[src/design/utf8_strict_decoder_assert.svh]
// assertion macros for the decoder modules, used by the back end
`ifndef UTF8_STRICT_DECODER_ASSERT_SVH
`define UTF8_STRICT_DECODER_ASSERT_SVH

// checked only outside reset
`define U8SD_ASSERT(lbl, prop, msg) \
  lbl: assert property (@(posedge clk_i) disable iff (!rst_ni) prop) else $error(msg);

// checked at every edge, reset included
`define U8SD_ASSERT_ALWAYS(lbl, prop, msg) \
  lbl: assert property (@(posedge clk_i) prop) else $error(msg);

`endif

[src/design/utf8sd_pkg.sv]
// types, constants and helpers for the strict utf-8 decoder
package utf8sd_pkg;

  localparam int unsigned CpW     = 21;
  localparam int unsigned FifoAw  = 2;
  localparam int unsigned FifoDepth = 1 << FifoAw;

  typedef enum logic [1:0] {
    KIND_CODE   = 2'd0,
    KIND_ACCEPT = 2'd1,
    KIND_REJECT = 2'd2
  } result_kind_e;

  // one classified byte: an optional code point, then an optional status
  typedef struct packed {
    logic             has_code;
    logic [CpW-1:0]   code_point;
    logic             has_status;
    result_kind_e     status_kind;
  } job_t;

  localparam logic [CpW-1:0] MinLen2   = 21'h00080;
  localparam logic [CpW-1:0] MinLen3   = 21'h00800;
  localparam logic [CpW-1:0] MinLen4   = 21'h10000;
  localparam logic [CpW-1:0] MaxScalar = 21'h10FFFF;
  localparam logic [CpW-1:0] SurLo     = 21'h0D800;
  localparam logic [CpW-1:0] SurHi     = 21'h0DFFF;

  // overlong, range and surrogate check of a completed sequence
  function automatic logic scalar_ok(logic [CpW-1:0] v, logic [2:0] len);
    logic ok;
    ok = 1'b1;
    if (len == 3'd2 && v < MinLen2) ok = 1'b0;
    if (len == 3'd3 && v < MinLen3) ok = 1'b0;
    if (len == 3'd4 && v < MinLen4) ok = 1'b0;
    if (v > MaxScalar) ok = 1'b0;
    if (v >= SurLo && v <= SurHi) ok = 1'b0;
    return ok;
  endfunction

endpackage

[src/design/utf8sd_front.sv]
// front end: takes bytes, tracks the sequence state, classifies each byte
module utf8sd_front (
  input  logic              clk_i,
  input  logic              rst_ni,
  input  logic              in_valid_i,
  output logic              in_ready_o,
  input  logic [7:0]        data_byte_i,
  input  logic              message_end_i,
  input  logic              q_full_i,
  output logic              q_push_o,
  output utf8sd_pkg::job_t  q_job_o
);
  import utf8sd_pkg::*;

  logic [CpW-1:0] acc_q, acc_d;
  logic [1:0]     rem_q, rem_d;
  logic [2:0]     len_q, len_d;
  logic           failed_q, failed_d;

  logic           accept;
  logic           code_v;
  logic [CpW-1:0] code;
  logic [CpW-1:0] acc_sh;
  logic [1:0]     rem_dec;

  assign in_ready_o = !q_full_i;
  assign accept     = in_valid_i && in_ready_o;
  assign acc_sh     = {acc_q[CpW-7:0], data_byte_i[5:0]};
  assign rem_dec    = rem_q - 2'd1;

  always_comb begin
    acc_d    = acc_q;
    rem_d    = rem_q;
    len_d    = len_q;
    failed_d = failed_q;
    code_v   = 1'b0;
    code     = '0;
    if (!failed_q) begin
      if (rem_q == 2'd0) begin
        if (data_byte_i[7] == 1'b0) begin
          code_v = 1'b1;
          code   = {{(CpW-8){1'b0}}, data_byte_i};
        end else if (data_byte_i[7:5] == 3'b110) begin
          acc_d = {{(CpW-5){1'b0}}, data_byte_i[4:0]};
          rem_d = 2'd1;
          len_d = 3'd2;
        end else if (data_byte_i[7:4] == 4'b1110) begin
          acc_d = {{(CpW-4){1'b0}}, data_byte_i[3:0]};
          rem_d = 2'd2;
          len_d = 3'd3;
        end else if (data_byte_i[7:3] == 5'b11110) begin
          acc_d = {{(CpW-3){1'b0}}, data_byte_i[2:0]};
          rem_d = 2'd3;
          len_d = 3'd4;
        end else begin
          failed_d = 1'b1;
          acc_d    = '0;
          rem_d    = 2'd0;
          len_d    = 3'd0;
        end
      end else if (data_byte_i[7:6] == 2'b10) begin
        acc_d = acc_sh;
        rem_d = rem_dec;
        if (rem_dec == 2'd0) begin
          if (scalar_ok(acc_sh, len_q)) begin
            code_v = 1'b1;
            code   = acc_sh;
            acc_d  = '0;
            len_d  = 3'd0;
          end else begin
            failed_d = 1'b1;
            acc_d    = '0;
            len_d    = 3'd0;
          end
        end
      end else begin
        failed_d = 1'b1;
        acc_d    = '0;
        rem_d    = 2'd0;
        len_d    = 3'd0;
      end
    end

    q_job_o.has_code    = code_v;
    q_job_o.code_point  = code;
    q_job_o.has_status  = message_end_i;
    q_job_o.status_kind = (failed_d || rem_d != 2'd0) ? KIND_REJECT : KIND_ACCEPT;

    // end of message clears everything for the next one
    if (message_end_i) begin
      acc_d    = '0;
      rem_d    = 2'd0;
      len_d    = 3'd0;
      failed_d = 1'b0;
    end
  end

  assign q_push_o = accept && (code_v || message_end_i);

  always_ff @(posedge clk_i or negedge rst_ni) begin
    if (!rst_ni) begin
      acc_q    <= '0;
      rem_q    <= 2'd0;
      len_q    <= 3'd0;
      failed_q <= 1'b0;
    end else if (accept) begin
      acc_q    <= acc_d;
      rem_q    <= rem_d;
      len_q    <= len_d;
      failed_q <= failed_d;
    end
  end

endmodule

[src/design/utf8sd_fifo.sv]
// short job queue between front and back end
module utf8sd_fifo (
  input  logic              clk_i,
  input  logic              rst_ni,
  input  logic              push_i,
  input  utf8sd_pkg::job_t  push_job_i,
  output logic              full_o,
  input  logic              pop_i,
  output logic              empty_o,
  output utf8sd_pkg::job_t  pop_job_o
);
  import utf8sd_pkg::*;

  job_t              mem_q [FifoDepth];
  logic [FifoAw-1:0] wr_ptr_q, wr_ptr_d;
  logic [FifoAw-1:0] rd_ptr_q, rd_ptr_d;
  logic [FifoAw:0]   cnt_q, cnt_d;

  logic do_push, do_pop;

  assign full_o    = (cnt_q == FifoDepth[FifoAw:0]);
  assign empty_o   = (cnt_q == '0);
  assign do_push   = push_i && !full_o;
  assign do_pop    = pop_i && !empty_o;
  assign pop_job_o = mem_q[rd_ptr_q];

  always_comb begin
    wr_ptr_d = do_push ? wr_ptr_q + 1'b1 : wr_ptr_q;
    rd_ptr_d = do_pop  ? rd_ptr_q + 1'b1 : rd_ptr_q;
    cnt_d    = cnt_q;
    if (do_push && !do_pop) cnt_d = cnt_q + 1'b1;
    else if (!do_push && do_pop) cnt_d = cnt_q - 1'b1;
  end

  always_ff @(posedge clk_i) begin
    if (do_push) mem_q[wr_ptr_q] <= push_job_i;
  end

  always_ff @(posedge clk_i or negedge rst_ni) begin
    if (!rst_ni) begin
      wr_ptr_q <= '0;
      rd_ptr_q <= '0;
      cnt_q    <= '0;
    end else begin
      wr_ptr_q <= wr_ptr_d;
      rd_ptr_q <= rd_ptr_d;
      cnt_q    <= cnt_d;
    end
  end

endmodule

[src/design/utf8sd_back.sv]
// back end: turns queued jobs into result requests, one per cycle unless the output stalls
module utf8sd_back (
  input  logic                      clk_i,
  input  logic                      rst_ni,
  input  logic                      q_empty_i,
  input  utf8sd_pkg::job_t          q_job_i,
  output logic                      q_pop_o,
  output logic                      out_valid_o,
  input  logic                      out_ready_i,
  output logic [1:0]                result_kind_o,
  output logic [utf8sd_pkg::CpW-1:0] code_point_o,
  output logic                      run_last_o
);
  import utf8sd_pkg::*;

  logic           vld_q, vld_d;
  result_kind_e   kind_q, kind_d;
  logic [CpW-1:0] cp_q, cp_d;
  logic           last_q, last_d;
  logic           pend_q, pend_d;
  result_kind_e   pend_kind_q, pend_kind_d;

  logic out_free;

  assign out_free = !vld_q || out_ready_i;
  assign q_pop_o  = out_free && !pend_q && !q_empty_i;

  always_comb begin
    vld_d       = vld_q;
    kind_d      = kind_q;
    cp_d        = cp_q;
    last_d      = last_q;
    pend_d      = pend_q;
    pend_kind_d = pend_kind_q;
    if (out_free) begin
      vld_d = 1'b0;
      if (pend_q) begin
        vld_d  = 1'b1;
        kind_d = pend_kind_q;
        cp_d   = '0;
        last_d = 1'b1;
        pend_d = 1'b0;
      end else if (!q_empty_i) begin
        vld_d = 1'b1;
        if (q_job_i.has_code) begin
          kind_d      = KIND_CODE;
          cp_d        = q_job_i.code_point;
          last_d      = !q_job_i.has_status;
          pend_d      = q_job_i.has_status;
          pend_kind_d = q_job_i.status_kind;
        end else begin
          kind_d = q_job_i.status_kind;
          cp_d   = '0;
          last_d = 1'b1;
        end
      end
    end
  end

  always_ff @(posedge clk_i or negedge rst_ni) begin
    if (!rst_ni) begin
      vld_q       <= 1'b0;
      kind_q      <= KIND_CODE;
      cp_q        <= '0;
      last_q      <= 1'b0;
      pend_q      <= 1'b0;
      pend_kind_q <= KIND_ACCEPT;
    end else begin
      vld_q       <= vld_d;
      kind_q      <= kind_d;
      cp_q        <= cp_d;
      last_q      <= last_d;
      pend_q      <= pend_d;
      pend_kind_q <= pend_kind_d;
    end
  end

  assign out_valid_o   = vld_q;
  assign result_kind_o = kind_q;
  assign code_point_o  = cp_q;
  assign run_last_o    = last_q;

`include "utf8_strict_decoder_assert.svh"

  `U8SD_ASSERT_ALWAYS(a_pend_has_code, (pend_q |-> (vld_q && kind_q == KIND_CODE)), "status pending without a code point in front")
  `U8SD_ASSERT(a_pend_not_last, ((vld_q && pend_q) |-> !last_q), "code point marked last while a status waits")
  `U8SD_ASSERT(a_status_zero_cp, ((vld_q && kind_q != KIND_CODE) |-> (cp_q == '0 && last_q)), "status request with code point or not last")

endmodule

[src/design/utf8_strict_decoder.sv]
// strict validating utf-8 decoder, top level
//
//  channel  | direction | handshake               | payload
//  ---------+-----------+-------------------------+------------------------------------
//  in       | input     | in_valid_i / in_ready_o | data_byte_i, message_end_i
//  out      | output    | out_valid_o/out_ready_i | result_kind_o, code_point_o, run_last_o
//
// one byte is taken per cycle while the queue has room; the front end decodes it in that
// cycle and queues its results, so a code point passes a queue entry and then the output
// register; the output register sends one request per cycle while out_ready_i is high
// a byte that ends both a sequence and the message yields two requests, code point first
// reset clears the sequence state, the four-entry queue and the output register
// a stalled output fills the queue, and only then is in_ready_o dropped
module utf8_strict_decoder (
  input  logic                        clk_i,
  input  logic                        rst_ni,
  input  logic                        in_valid_i,
  output logic                        in_ready_o,
  input  logic [7:0]                  data_byte_i,
  input  logic                        message_end_i,
  output logic                        out_valid_o,
  input  logic                        out_ready_i,
  output logic [1:0]                  result_kind_o,
  output logic [utf8sd_pkg::CpW-1:0]  code_point_o,
  output logic                        run_last_o
);
  import utf8sd_pkg::*;

  // queue side of the front end
  logic q_push;
  job_t q_push_job;
  logic q_full;

  // queue side of the back end
  logic q_pop;
  logic q_empty;
  job_t q_pop_job;

  // byte classification and sequence tracking
  utf8sd_front u_front (
    .clk_i         (clk_i),
    .rst_ni        (rst_ni),
    .in_valid_i    (in_valid_i),
    .in_ready_o    (in_ready_o),
    .data_byte_i   (data_byte_i),
    .message_end_i (message_end_i),
    .q_full_i      (q_full),
    .q_push_o      (q_push),
    .q_job_o       (q_push_job)
  );

  // decouples decode from output backpressure
  utf8sd_fifo u_fifo (
    .clk_i      (clk_i),
    .rst_ni     (rst_ni),
    .push_i     (q_push),
    .push_job_i (q_push_job),
    .full_o     (q_full),
    .pop_i      (q_pop),
    .empty_o    (q_empty),
    .pop_job_o  (q_pop_job)
  );

  // splits each job into code point and status requests
  utf8sd_back u_back (
    .clk_i         (clk_i),
    .rst_ni        (rst_ni),
    .q_empty_i     (q_empty),
    .q_job_i       (q_pop_job),
    .q_pop_o       (q_pop),
    .out_valid_o   (out_valid_o),
    .out_ready_i   (out_ready_i),
    .result_kind_o (result_kind_o),
    .code_point_o  (code_point_o),
    .run_last_o    (run_last_o)
  );

endmodule

[config.mk]
export PLATFORM = sky130hd
export DESIGN_NAME = utf8_strict_decoder
export DESIGN_NICKNAME = d
export VERILOG_FILES = /design/src/design/utf8sd_pkg.sv /design/src/design/utf8sd_front.sv /design/src/design/utf8sd_fifo.sv /design/src/design/utf8sd_back.sv /design/src/design/utf8_strict_decoder.sv
export VERILOG_INCLUDE_DIRS = /design/src /design/src/design
export SDC_FILE = /design/constraint.sdc
export NUM_CORES = 1
export LEC_CHECK = 0
export BUFFER_PORTS_ARGS = -buffer_cell sky130_fd_sc_hd__clkbuf_2
export CORE_MARGIN = 4
export CORE_UTILIZATION = 46
export CTS_CLUSTER_SIZE = 28
export DETAILED_ROUTE_END_ITERATION = 12
export PLACE_DENSITY_LB_ADDON = 0.2
export SKIP_LAST_GASP = 1
export SLEW_MARGIN = 20
export SYNTH_ARGS = -nofsm -noshare
export SYNTH_HDL_FRONTEND = slang
export SYNTH_SLANG_ARGS = --single-unit
[constraint.sdc]
create_clock -name clk_i -period 4.3 [get_ports clk_i]
set_clock_uncertainty 0.1 [all_clocks]
set_input_delay 0.43 -clock clk_i [delete_from_list [all_inputs] [get_ports clk_i]]
set_output_delay 0.43 -clock clk_i [all_outputs]
set_load 0.01 [all_outputs]
# [After elaboration in Yosys (flattened, before gate mapping)]
# Memory sizes are Yosys's and may differ from the RTL's.
# Cells that the tools add are included.
[word_totals] reg_bits=56 mem_bits_rw=100 inputBits=13 out_inout_bits=26 elab_cells=146 n_memories=1
[op_classes] addsub=5 magnitude_cmp=6 eq_ne=12 mux=76 bitwise=2 n_reduce_logical=31
[mem_list] memory="u_fifo.mem_q" depth=4 width=25 rd=1 rd_clocked_by_memory_dff=0 wr=1 line="utf8sd_fifo.sv:14" text="job_t mem_q [FifoDepth];"
[ops] operator="$mux 21" count=8
[ops] operator="$mux 15" count=7
[ops] operator="$mux 3" count=12
[ops] operator="$mux 1" count=35
[ops] operator="$mux 2" count=12
[ops] operator="$ge 21x16->1 const B" count=1
[ops] operator="$gt 21x21->1 const B" count=1
[ops] operator="$le 21x16->1 const B" count=1
[ops] operator="$lt 21x12->1 const B" count=1
[ops] operator="$lt 21x17->1 const B" count=1
[ops] operator="$lt 21x8->1 const B" count=1
[ops] operator="$logic_and 1x1->1" count=12
[ops] operator="$eq 3x3->1 const B" count=3
[ops] operator="$reduce_and 4->1" count=2
[ops] operator="$logic_not 1->1" count=7
[ops] operator="$mux 7" count=1
[ops] operator="$eq 3x2->1 const B" count=2
[ops] operator="$eq 5x5->1 const B" count=1
[ops] operator="$add 2x1->2 const B" count=2
[ops] operator="$eq 4x4->1 const B" count=1
[ops] operator="$logic_not 2->1" count=2
[ops] operator="$mux 4" count=1
[ops] operator="$ne 2x2->1 const B" count=2
[ops] operator="$ne 4x3->1 const B" count=1
[ops] operator="11 further kinds" count=15

# [Logic depth before layout (Yosys ltp)]
# Gate-level depths: netlist of the first run.
[logic_depth] depth_word=23 depth_mapped=13 depth_no_buf=12

# [Cells and area by module]
# Synthesis of the first run repeated with hierarchy kept, for this count alone.
[hier_totals] cells_unflattened=386 hier_area_um2=6533.8
[by_module_without_submodules] mod="utf8sd_fifo" n_inst=1 cells_each=167 area_each_um2=4083.9 seq_area_each_um2=3178.0
[by_module_without_submodules] mod="utf8sd_front" n_inst=1 cells_each=146 area_each_um2=1366.3 seq_area_each_um2=525.5
[by_module_without_submodules] mod="utf8sd_back" n_inst=1 cells_each=73 area_each_um2=1083.5 seq_area_each_um2=701.9

# [Worst setup path after synthesis of the first run]
# OpenSTA, ideal clock, no wires.
[synth_timing] path_type="reg-to-reg" start="register u_front.rem_q[0]" end="register u_fifo.cnt_q[2]" setup_time_ns=0.080 t_arrival_ns=2.766 required_time_ns=4.120 setup_slack_ns=1.354 stages_incl_launch_ff=13 n_path_buf=1 synth_period_minus_slack_ns=2.946 cell_sequence="dfrtp_1 > inv_1 > ha_1 > or3b_1 > buf_2 > or3_4 > o31ai_4 > ha_1 > inv_1 > fa_1 > xor2_1 > nor2_1 > xnor2_1"
[synth_via] elab_chain_cells=12 word_cells_on_any_way=15 cone_classes="add/sub (1); mux (5); reduce/logical (9)"
[synth_rtl] element="start, declared" line="utf8sd_front.sv:16" text="logic [1:0] rem_q, rem_d;"
[synth_rtl] element="start signal, assigned" line="utf8sd_front.sv:108" text="rem_q <= rem_d;"
[synth_rtl] element="$sub 2x1->2" line="utf8sd_front.sv:29" text="assign rem_dec = rem_q - 2'd1;"
[synth_rtl] element="$logic_not 2->1" line="utf8sd_front.sv:64" text="if (rem_dec == 2'd0) begin"
[synth_rtl] element="$mux 1" line="utf8sd_front.sv:64"
[synth_rtl] element="$mux 1" line="utf8sd_front.sv:61" text="end else if (data_byte_i[7:6] == 2'b10) begin"
[synth_rtl] element="$mux 1 *" line="utf8sd_front.sv:39" text="if (rem_q == 2'd0) begin"
[synth_rtl] element="$mux 1 *" line="utf8sd_front.sv:38" text="if (!failed_q) begin"
[synth_rtl] element="$logic_or 1x1->1 *" line="utf8sd_front.sv:98" text="assign q_push_o = accept && (code_v || message_end_i);"
[synth_rtl] element="$logic_and 1x1->1 *" line="utf8sd_front.sv:98"
[synth_rtl] element="$logic_and 1x1->1 *" line="utf8sd_fifo.sv:23" text="assign do_push = push_i && !full_o;"
[synth_rtl] element="via u_fifo.do_push" line="utf8sd_fifo.sv:19" text="logic do_push, do_pop;"
[synth_rtl] element="$logic_not 1->1" line="utf8sd_fifo.sv:32" text="else if (!do_push && do_pop) cnt_d = cnt_q - 1'b1;"
[synth_rtl] element="$logic_and 1x1->1" line="utf8sd_fifo.sv:32"
[synth_rtl] element="$reduce_bool 2->1 (no line)"
[synth_rtl] element="end signal, assigned" line="utf8sd_fifo.sv:47" text="cnt_q <= cnt_d;"
[synth_rtl] element="end, declared" line="utf8sd_fifo.sv:17" text="logic [FifoAw:0] cnt_q, cnt_d;"
# Mark *: on every way through the listed nets, which the timed path passes. The rest lies on a longest branch.
# A chain may end at the register's enable or synchronous reset.

# [Worst setup path after layout of the first run]
# Same ends and word-level chain as after synthesis.

==> results of run 1 <==
[sequential cells by signal, summed over array words and instances, names as in the netlist]
| signal | cells |
|---|---|
| u_back.run_last_o | 1 |
| u_front.len_q | 3 |
| u_back.pend_kind_q | 2 |
| u_fifo.cnt_q | 3 |
| u_fifo.wr_ptr_q | 2 |
| u_back.out_valid_o | 1 |
| u_back.result_kind_o | 2 |
| u_back.pend_q | 1 |
| u_fifo.mem_q | 100 |
| u_fifo.rd_ptr_q | 2 |
| u_back.code_point_o | 21 |
| u_front.rem_q | 2 |
| u_front.failed_q | 1 |
| u_front.acc_q | 15 |
[kinds of logic after synthesis]
logic type | share of synthesized area (%)
buf+inv | 2.48
mux | 9.38
compound gates | 10.7
simple gates | 6.98
fa+ha+maj | 1.66
flops | 68.1
xor+xnor | 0.677
[stage by stage]
stage / hold slack [ns] / instances
after floorplan: 0.0344 / 396
after global placement: 0.364 / 601
after detailed placement: 0.380 / 601
after CTS: 0.0994 / 633
after global routing: 0.134 / 633
final: 0.0848 / 633
[area by class of cell]
class	count	share of cell area, %
Clock buffer	19	5.83
Clock inverter	13	1.70
Inverter	17	0.859
Multi-Input combinational cell	200	25.7
Sequential cell	156	59.3
Tap cell	180	3.03
Timing Repair Buffer	48	3.57
[power groups by stage]
stage / Clock (mW) / Sequential [mW] / Combinational, mW
after floorplan: 0 / 2.13 / 0.995
after global placement: 0 / 2.16 / 1.36
after detailed placement: 0 / 2.17 / 1.39
after CTS: 1.43 / 2.14 / 1.39
after global routing: 1.51 / 2.18 / 1.50
final: 1.40 / 2.14 / 1.36
[routing by layer]
| layer | part of all wire (%) | routed length (µm) | global-route usage (%) |
|---|---|---|---|
| met5 | 0 | 0 | 0 |
| met4 | 1.0 | 133 | 5.68 |
| met3 | 4.0 | 511 | 3.87 |
| met2 | 49 | 6250 | 27.0 |
| met1 | 46 | 5830 | 23.2 |
[layout by cell type, fill, tap and decap left out, drive strengths merged, types with 4 or more instances in the layout]
| cell | count |
|---|---|
| buf | 10 |
| o21ai | 10 |
| and2 | 4 |
| a32o | 22 |
| mux4 | 25 |
| edfxtp | 100 |
| and3 | 14 |
| ha | 7 |
| nor2 | 10 |
| nand2 | 11 |
| nor4 | 6 |
| nor3 | 10 |
| dfrtp | 55 |
| nor3b | 6 |
| a22o | 17 |
| clkbuf | 57 |
| clkinv | 10 |
| inv | 17 |
| a21oi | 7 |
[worst max-delay path by stage]
stage / to / slack, ns / from
floorplan: u_fifo.cnt_q[2]$_DFFE_PN0P_ / 1.35 / u_front.rem_q[0]$_DFFE_PN0P_
global placement: u_fifo.cnt_q[2]$_DFFE_PN0P_ / 1.13 / u_front.rem_q[0]$_DFFE_PN0P_
detailed placement: u_fifo.cnt_q[2]$_DFFE_PN0P_ / 1.07 / u_front.rem_q[0]$_DFFE_PN0P_
CTS: u_fifo.cnt_q[2]$_DFFE_PN0P_ / 1.05 / u_front.rem_q[0]$_DFFE_PN0P_
global route: u_fifo.cnt_q[2]$_DFFE_PN0P_ / 0.81 / u_front.rem_q[0]$_DFFE_PN0P_
finish: u_fifo.cnt_q[2]$_DFFE_PN0P_ / 1.04 / u_front.rem_q[0]$_DFFE_PN0P_
==> impl_results.md, run 1 <==
* Outcome: finished clean
* Syn. warnings at 0
* Int Power at 3.40 mW
* Sw frac at 30.6%
* Post CTS Setup Buffer Count at 0
* H-tree depth at 4
* Measured slew at the worst slew-check pin at between 0.7 and 0.8 ns
* Post-CTS sizing at 0
* Vias per cell at 5.85
* Worst setup path category: reg -> reg
* Post-Syn Area at around 6500 µm²
* Core Util, Final at a little over half
* Largest net degree at the start of global routing at between 50 and 60
* CTS Buffer Depth at 2
* Slowest cell on crit path: or3b_1
* Flip-flop and latch area at 4410 µm²
* Reg power frac at a little over two fifths
* Worst R2R Start: u_front.rem_q[0]$_DFFE_PN0P_
* CTS clk-pin slew, worst paths at ~0.06 ns
* Nets at between 400 and 500
* Hold_buf cts at 0
* Cell area after layout at roughly 7400 µm²
* Area of the multi-input gates at roughly 1900 µm²
* Vias at 3,702
* Setup violators final at 0
* RSZ-0062 raised after global routing: false
* CTS tree: built
* 1st-iter DRT viols at 166
* Gp weighted congestion at between 0.8 and 0.9
* Slew HR at 47.8%
* Layout fillers at around 1,100
* Post-synthesis sequential area ratio at 68.1%
* Clk pwr share at approximately 29%
* Row cnt at 43
* Synthesis-stage register bit count at 156
* Initial antenna violation count at 0
* Worst path bufs/invs at 2
* Synth Net Count at 417
* Min-delay worst type: in -> async
* Worst Path Required at about 4.5 ns
* Total CTS buffers at 17
* Max-cap viol count at 0
* WP depth at 11
* RR Endpoint: u_fifo.cnt_q[2]$_DFFE_PN0P_
* Max incr delay on CP at roughly 0.49 ns
* Overall power at slightly below 5 mW
* Crit Path Max Fanout at 11
* Sink Count at roughly 160
* Top-count cell post-synth: edfxtp_1
* First-pass iteration count of the detailed router at 5
* Worst setup SP type: register
* Syn Area/Cell at roughly 16 µm²
* Most frequent cells after synthesis: edfxtp_1, dfrtp_1, mux4_2
* PortBufs at 38
* Largest cells by area after synthesis: edfxtp_1, dfrtp_1, mux4_2
* Worst-path cell chain: inv_1 > ha_1 > or3b_1 > or3_4 > o31ai_4 > ha_1 > inv_1 > fa_1 > xor2_1 > nor2_1 > xnor2_1
* Peak Freq at 306 MHz
* Starting density of the core at 46.8%
* Pwr Density at roughly 660 nW/µm²
* Leak Pwr at ~2.9 nW
* Final wirelength at roughly 13,000 µm
* Die footprint at 16,000 µm²
* FF-to-FF setup slack at around 1.0 ns
* DRC Markers at 0
* Combinational power share at 27.8%
* Post-synth cell types at between 50 and 60
* CP top delay family: simple AND/OR/NAND/NOR gates
* Fin crit share at between 70% and 80%
* Die height at around 130 µm
* Global route total overflow at 0
* Worst IR Drop VDD at 0.291 mV
* Clock root buffer: clkbuf_16
* DP HPWL at roughly 8000 µm
* EDFF count, synth at 100
* TNS Setup at 0 ns
* Synth area leader: edfxtp_1
* Post-synthesis cell count at 396
* Vias in the first global route at between 3,000 and 4,000
* Max-slew violation count at 0
* Placed cell area at around 7000 µm²
* Worst Setup Slack, final at roughly 1.0 ns
* Worst r2r path cells at 11
* Min Tclk post-route at approximately 3.3 ns
* DP Worst Slack at between 1 and 1.5 ns
* Sw power at 1.50 mW
* Crit end category: register
* Antenna-violating nets left at 0
* Core area at roughly 14,000 µm²
* IO Count at 39
* Clock Latency Late Sink at 0.41 ns
* Layout cells sized above 1 at about a quarter
* Area growth, synth to finish at 14.9%
* Post-DR wirelength/cell at 20.1 µm
* Endpoints failing hold at 0
* Gr usage total at between 15 and 20%
* Most used flip-flop cell after synthesis: edfxtp_1
* Antenna cells at 0
* Async SR Flop Fraction at 35.9%
* Die Width at between 100 and 150 µm
* Global-route wire length before repair at between 20,000 and 25,000 µm
* WP data arrival at 3.49 ns
* Synth top area share at 46.4%
No activity file was read; power rests on OpenSTA's default activity.
==> run 2: changes to the inputs <==
==> constraint.sdc (replaced) <==
create_clock -name clk_i -period 2.8 [get_ports clk_i]
set_clock_uncertainty 0.1 [all_clocks]
set_input_delay 0.28 -clock clk_i [delete_from_list [all_inputs] [get_ports clk_i]]
set_output_delay 0.28 -clock clk_i [all_outputs]
set_load 0.01 [all_outputs]
==> run 2 against run 1 <==
Combinational power up 76%. Final cell count up 4.9%. Largest cell class unchanged. Design area up 5.3%.
==> impl_results.md, run 2 (synthesis gave the netlist of run 1 again) <==
* Worst Path Required at between 3 and 4 ns
* Min-delay worst type: in -> reg
* Vias in the first global route at ~3,900
* Max-slew violation count at 0
* FF-to-FF setup slack at between 0.0015 and 0.002 ns
* DRC Markers at 0
* Core Util, Final at a little under three fifths
* Die height at 127 µm
* Max incr delay on CP at approximately 0.39 ns
* Slowest cell on crit path: or3b_4
* Largest net degree at the start of global routing at 30
* Gp weighted congestion at ~0.9
* Outcome: finished clean
* Layout fillers at approximately 1,000
* Setup violators final at 0
* Initial antenna violation count at 0
* Total CTS buffers at 17
* Die Width at around 130 µm
* WP data arrival at between 3 and 4 ns
* Area growth, synth to finish at 21.0%
* Layout cells sized above 1 at a little under a third
* Slew HR at 43.2%
* Row cnt at 43
* Starting density of the core at about 47%
* Gr usage total at about 18%
* Peak Freq at approximately 360 MHz
* Flip-flop and latch area at between 4000 and 5000 µm²
* PortBufs at 38
* Worst R2R Start: u_front.rem_q[1]$_DFFE_PN0P_
* 1st-iter DRT viols at approximately 270
* Vias per cell at around 5.7
* Nets at approximately 490
* Core area at about 14,000 µm²
* Hold Crit Depth at 2
* Post-DR wirelength/cell at approximately 20 µm
* Global route total overflow at 0
* Placed cell area at about 7100 µm²
* Worst hold path startpoint: data_byte_i[1]
* Worst r2r path cells at 11
* Final wirelength at ~13,000 µm
* Worst Hold End: u_front.acc_q[1]$_DFFE_PN0P_
* Measured slew at the worst slew-check pin at around 0.85 ns
* Sink Count at roughly 160
* Area of the multi-input gates at between 1500 and 2000 µm²
* Max FFs per register at 100
* Clock root buffer: clkbuf_16
* CTS tree: built
* Clock Latency Late Sink at approximately 0.42 ns
* Worst setup SP type: register
* Worst IR Drop VDD at ~0.45 mV
* Antenna-violating nets left at 0
* Pwr Density at approximately 1000 nW/µm²
* Worst-path cell chain: inv_2 > ha_4 > or3b_4 > or3_4 > o31ai_4 > ha_2 > inv_2 > fa_2 > xor2_1 > nor2_1 > xnor2_1
* First-pass iteration count of the detailed router at 5
* H-tree depth at 4
* CTS Buffer Depth at 2
* Leak Pwr at approximately 3.1 nW
* Antenna cells at 0
* IO Count at 39
* RSZ-0062 raised after global routing: true
* Most used cell, CP: inv_2
* Hold WS at between 0.03 and 0.04 ns
* Vias at 3,775
* Register bank with the most flops: u_fifo.mem_q
* DP HPWL at between 8000 and 9000 µm
* CTS clk-pin slew, worst paths at roughly 0.07 ns
* Crit end category: register
* Endpoints failing hold at 0
* Crit Path Max Fanout at 3
* Worst setup path category: reg -> reg
* Most frequent cells in the layout: edfxtp_1, dfrtp_1, clkbuf_2, buf_4, mux4_2
* Cell area after layout at just under 8000 µm²
* RR Endpoint: u_fifo.cnt_q[2]$_DFFE_PN0P_
* Most common cell after layout, fill and taps aside: edfxtp_1
* Max-cap viol count at 0
* Fin crit share at 99.9%
* Min Tclk post-route at around 2.8 ns
* Die footprint at about 16,000 µm²
* Global-route wire length before repair at around 21,000 µm
run 2: cell count changes in the layout (fill, tap and decap cells not counted), moves of 2 or more:
cell,delta
buf_12,+5
ha_1,-2
bufinv_16,+2
clkinv_2,-3
clkinvlp_4,+2
inv_2,+3
inv_1,-3
and2_2,+4
clkinv_4,-3
and2_1,-4
buf_4,+25
run 2: final cells by class:
class                   instances  area share [%]
clock buffers                  20            5.71
clock inverters                12            2.16
repair buffers                 79            7.20
multi-input cells             200            24.9
flip-flops and latches        156            56.3
inverters                      17           0.816
well taps                     180            2.88
run 2: through the flow:
stage	TNS, ns	instances	worst slack (ns)	power, mW
after floorplan	-0.121	396	-0.0616	4.82
after global placement	-0.0660	627	-0.0374	5.57
after detailed placement	-0.198	627	-0.116	5.65
after CTS	-0.137	662	-0.0770	8.07
after global routing	-0.145	664	-0.107	8.42
final	0	664	0.00189	7.97
run 2: worst max-delay path by stage:
| stage | start | end | slack [ns] | depth (start not counted) |
|---|---|---|---|---|
| floorplan | u_front.rem_q[0]$_DFFE_PN0P_ | u_fifo.cnt_q[1]$_DFFE_PN0P_ | -0.06 | 10 |
| global placement | u_front.acc_q[13]$_DFFE_PN0P_ | u_fifo.cnt_q[2]$_DFFE_PN0P_ | -0.04 | 10 |
| detailed placement | u_front.acc_q[13]$_DFFE_PN0P_ | u_fifo.cnt_q[2]$_DFFE_PN0P_ | -0.12 | 10 |
| CTS | u_front.rem_q[1]$_DFFE_PN0P_ | u_fifo.cnt_q[2]$_DFFE_PN0P_ | -0.08 | 11 |
| global route | u_front.rem_q[1]$_DFFE_PN0P_ | u_fifo.cnt_q[2]$_DFFE_PN0P_ | -0.11 | 11 |
| finish | u_front.rem_q[1]$_DFFE_PN0P_ | u_fifo.cnt_q[2]$_DFFE_PN0P_ | 0.002 | 11 |
run 2: power breakdown:
part,internal (mW),switching [mW]
combinational,1.09,1.30
clock,1.51,0.866
sequential,2.99,0.219
run 2: worst max-delay path, delay by kind of cell (launching register included):
family	cells	cell delay, ns
simple gates	3	0.87
fa+ha+maj	3	0.73
flops	1	0.36
compound gates	1	0.29
xor+xnor	2	0.27
buf+inv	2	0.10
run 2: timing repair:
| item | in CTS | in global routing |
|---|---|---|
| resized for setup | 5 | 0 |
| pin swaps | 7 | 5 |
| endpoints found under the setup margin | 2 | 2 |
| hold buffers | 1 | 0 |
| setup buffers | 2 | 2 |
| endpoints found under the hold margin | 27 | 0 |
run 2: metal layers:
metal	share of wire (%)	vias up	track usage, %
met2	50	77	28.7
met4	1.1	0	5.55
met1	44	1942	23.5
met3	4.2	14	3.92
met5	0	-	0
li1	-	1742	-
==> run 3: changes to the inputs <==
--- a/config.mk
+++ b/config.mk
@@ -7,6 +7,7 @@
 export NUM_CORES = 1
 export LEC_CHECK = 0
 export BUFFER_PORTS_ARGS = -buffer_cell sky130_fd_sc_hd__clkbuf_2
+export CORE_ASPECT_RATIO = 1.4
 export CORE_MARGIN = 4
 export CORE_UTILIZATION = 46
 export CTS_CLUSTER_SIZE = 28
==> run 3 against run 2 <==
Wire length about the same. Combinational power decreased by 2%. Hold slack got worse by 0.0088 ns. Non-clock buffer count increased by 1. Utilization decreased by 0.17 points. Critical path depth decreased by 2. Flip-flop and latch count unchanged. Largest cell class unchanged.
==> impl_results.md, run 3 (synthesis gave the netlist of run 1 again) <==
* Antenna-violating nets left at 0
* Gr usage total at around 18%
* Worst setup SP type: register
* Layout cells sized above 1 at between 30% and 40%
* Global-route wire length before repair at around 21,000 µm
* Leak Pwr at 3.08 nW
* DRC Markers at 0
* CTS clk-pin slew, worst paths at roughly 0.070 ns
* Peak Freq at 360 MHz
* Initial antenna violation count at 0
* Layout fillers at 1,098
* Flip-flop and latch area at approximately 4400 µm²
* IO Count at 39
* Min-delay worst type: in -> reg
* Most frequent cells in the layout: edfxtp_1, dfrtp_1, clkbuf_2, buf_4, mux4_2
* H-tree depth at 4
* Starting density of the core at 46.7%
* Worst IR Drop VDD at roughly 0.49 mV
* Vias in the first global route at between 4,000 and 5,000
* Gp weighted congestion at ~0.89
* Pwr Density at between 900 and 1000 nW/µm²
* Outcome: finished clean
* RSZ-0062 raised after global routing: true
* Nets at around 490
* Global route total overflow at 0
* Measured slew at the worst slew-check pin at around 0.74 ns
* Core Util, Final at approximately 56%
* Area growth, synth to finish at 20.8%
* Largest net degree at the start of global routing at 34
* Top Metal Used: met4
* Row cnt at 51
* Non-filler cells, final at 670
* Post-Place Cells at ~630
* Slew HR at between 50% and 60%
* Max-cap viol count at 0
* Worst R2R Start: u_front.rem_q[0]$_DFFE_PN0P_
* Worst setup path category: reg -> reg
* DP HPWL at between 8000 and 9000 µm
* Clock root buffer: clkbuf_16
* Setup violators final at 0
* Area of the multi-input gates at ~2000 µm²
* Met3 WL at around 440 µm
* 1st-iter DRT viols at 212
* Clock Latency Late Sink at 0.41 ns
* Crit Path Max Fanout at 4
* Most common cell after layout, fill and taps aside: edfxtp_1
* Max FFs per register at 100
* Overall power at 7.81 mW
* Register bank with the most flops: u_fifo.mem_q
* CTS Buffer Depth at 2
* Beginning of the critical path: u_front.rem_q[0]$_DFFE_PN0P_
* Vias at roughly 3,800
* Fin crit share at 99.1%
* Post-DR wirelength/cell at between 15 and 20 µm
* Die footprint at about 16,000 µm²
* Antenna cells at 0
* Max-slew violation count at 0
* Worst Path Required at roughly 3.0 ns
* Crit end category: register
* Metal2 WL at around 7200 µm
* Die Width at around 110 µm
* Core area at roughly 14,000 µm²
* Min Tclk post-route at between 2 and 3 ns
* Sink Count at about 160
* First-pass iteration count of the detailed router at 4
* Endpoints failing hold at 0
* DRT met1 WL at about 5500 µm
* Final wirelength at 13,300 µm
* Vias per cell at 5.72
* Die height at roughly 150 µm
* CTS tree: built
* WP data arrival at between 2 and 3 ns
* PortBufs at 38
* Worst hold path startpoint: data_byte_i[2]
* Total CTS buffers at 17
run 3: cell count changes in the layout (fill, tap and decap cells not counted):
cell,before,now
inv_6,1,5
a211oi_2,0,1
clkinv_2,2,1
clkinv_4,0,2
nor4_4,0,1
clkinvlp_4,3,2
dlygate4sd3_1,1,2
clkbuf_8,1,0
a211oi_4,2,1
nor4_2,1,0
clkbuf_1,2,0
inv_8,0,1
bufinv_16,4,2
run 3: final timing paths:
check	endpoint	slack [ns]	depth (start not counted)
worst min-delay path	u_front.acc_q[2]$_DFFE_PN0P_	0.03	2
worst max-delay path	u_fifo.cnt_q[1]$_DFFE_PN0P_	0.03	9
worst min register to register	u_back.result_kind_o[1]$_DFFE_PN0P_	0.39	2
min in group asynchronous	u_front.acc_q[5]$_DFFE_PN0P_	0.37	2
worst max register to register	u_fifo.cnt_q[1]$_DFFE_PN0P_	0.03	9
max in group asynchronous	u_back.pend_kind_q[0]$_DFFE_PN1P_	1.53	3
run 3: final cells by class:
| class | instances | area share (%) |
|---|---|---|
| clock inverter | 15 | 2.05 |
| tap | 185 | 2.96 |
| multi-input combinational | 200 | 25.0 |
| clock buffer | 17 | 5.45 |
| timing repair buffer | 80 | 7.34 |
| inverter | 17 | 0.817 |
| sequential | 156 | 56.4 |
run 3: critical path: stages (launching register included):
cell and delay (ns):
dfrtp_1 0.36, inv_2 0.06, ha_4 0.15, or3b_4 0.39, or3_4 0.35, o31ai_4 0.30
ha_2 0.24, inv_2 0.04, fa_2 0.40, mux2_4 0.27
run 3: metal layers:
layer,vias to the layer above,track usage [%]
li1,1743,-
met1,1995,22.1
met2,88,31.4
met3,4,3.26
met4,0,5.81
met5,-,0
run 3: what timing repair did:
action	in CTS	in global routing
hold buffers	2	0
resized for setup	6	0
hold endpoints to repair	24	0
buffers inserted	1	2
pin swaps	7	5
gates cloned	0	0
setup endpoints to repair	2	2
run 3: per-stage QoR:
stage | cell area, µm² | setup TNS, ns | hold WS [ns] | setup slack (ns)
5_1_grt | 7810 | -0.170 | 0.0132 | -0.109
6_report | 7810 | 0 | 0.0267 | 0.0259
3_3_place_gp | 7150 | -0.115 | 0.275 | -0.0630
4_1_cts | 7790 | -0.0779 | 0.00956 | -0.0410
2_1_floorplan | 6490 | -0.121 | -0.116 | -0.0616
3_5_place_dp | 7150 | -0.154 | 0.277 | -0.0815
run 3: power by group:
group / internal [mW] / switching, mW
clock network: 1.33 / 0.920
logic: 1.07 / 1.27
registers: 2.99 / 0.225
total: 5.39 / 2.42
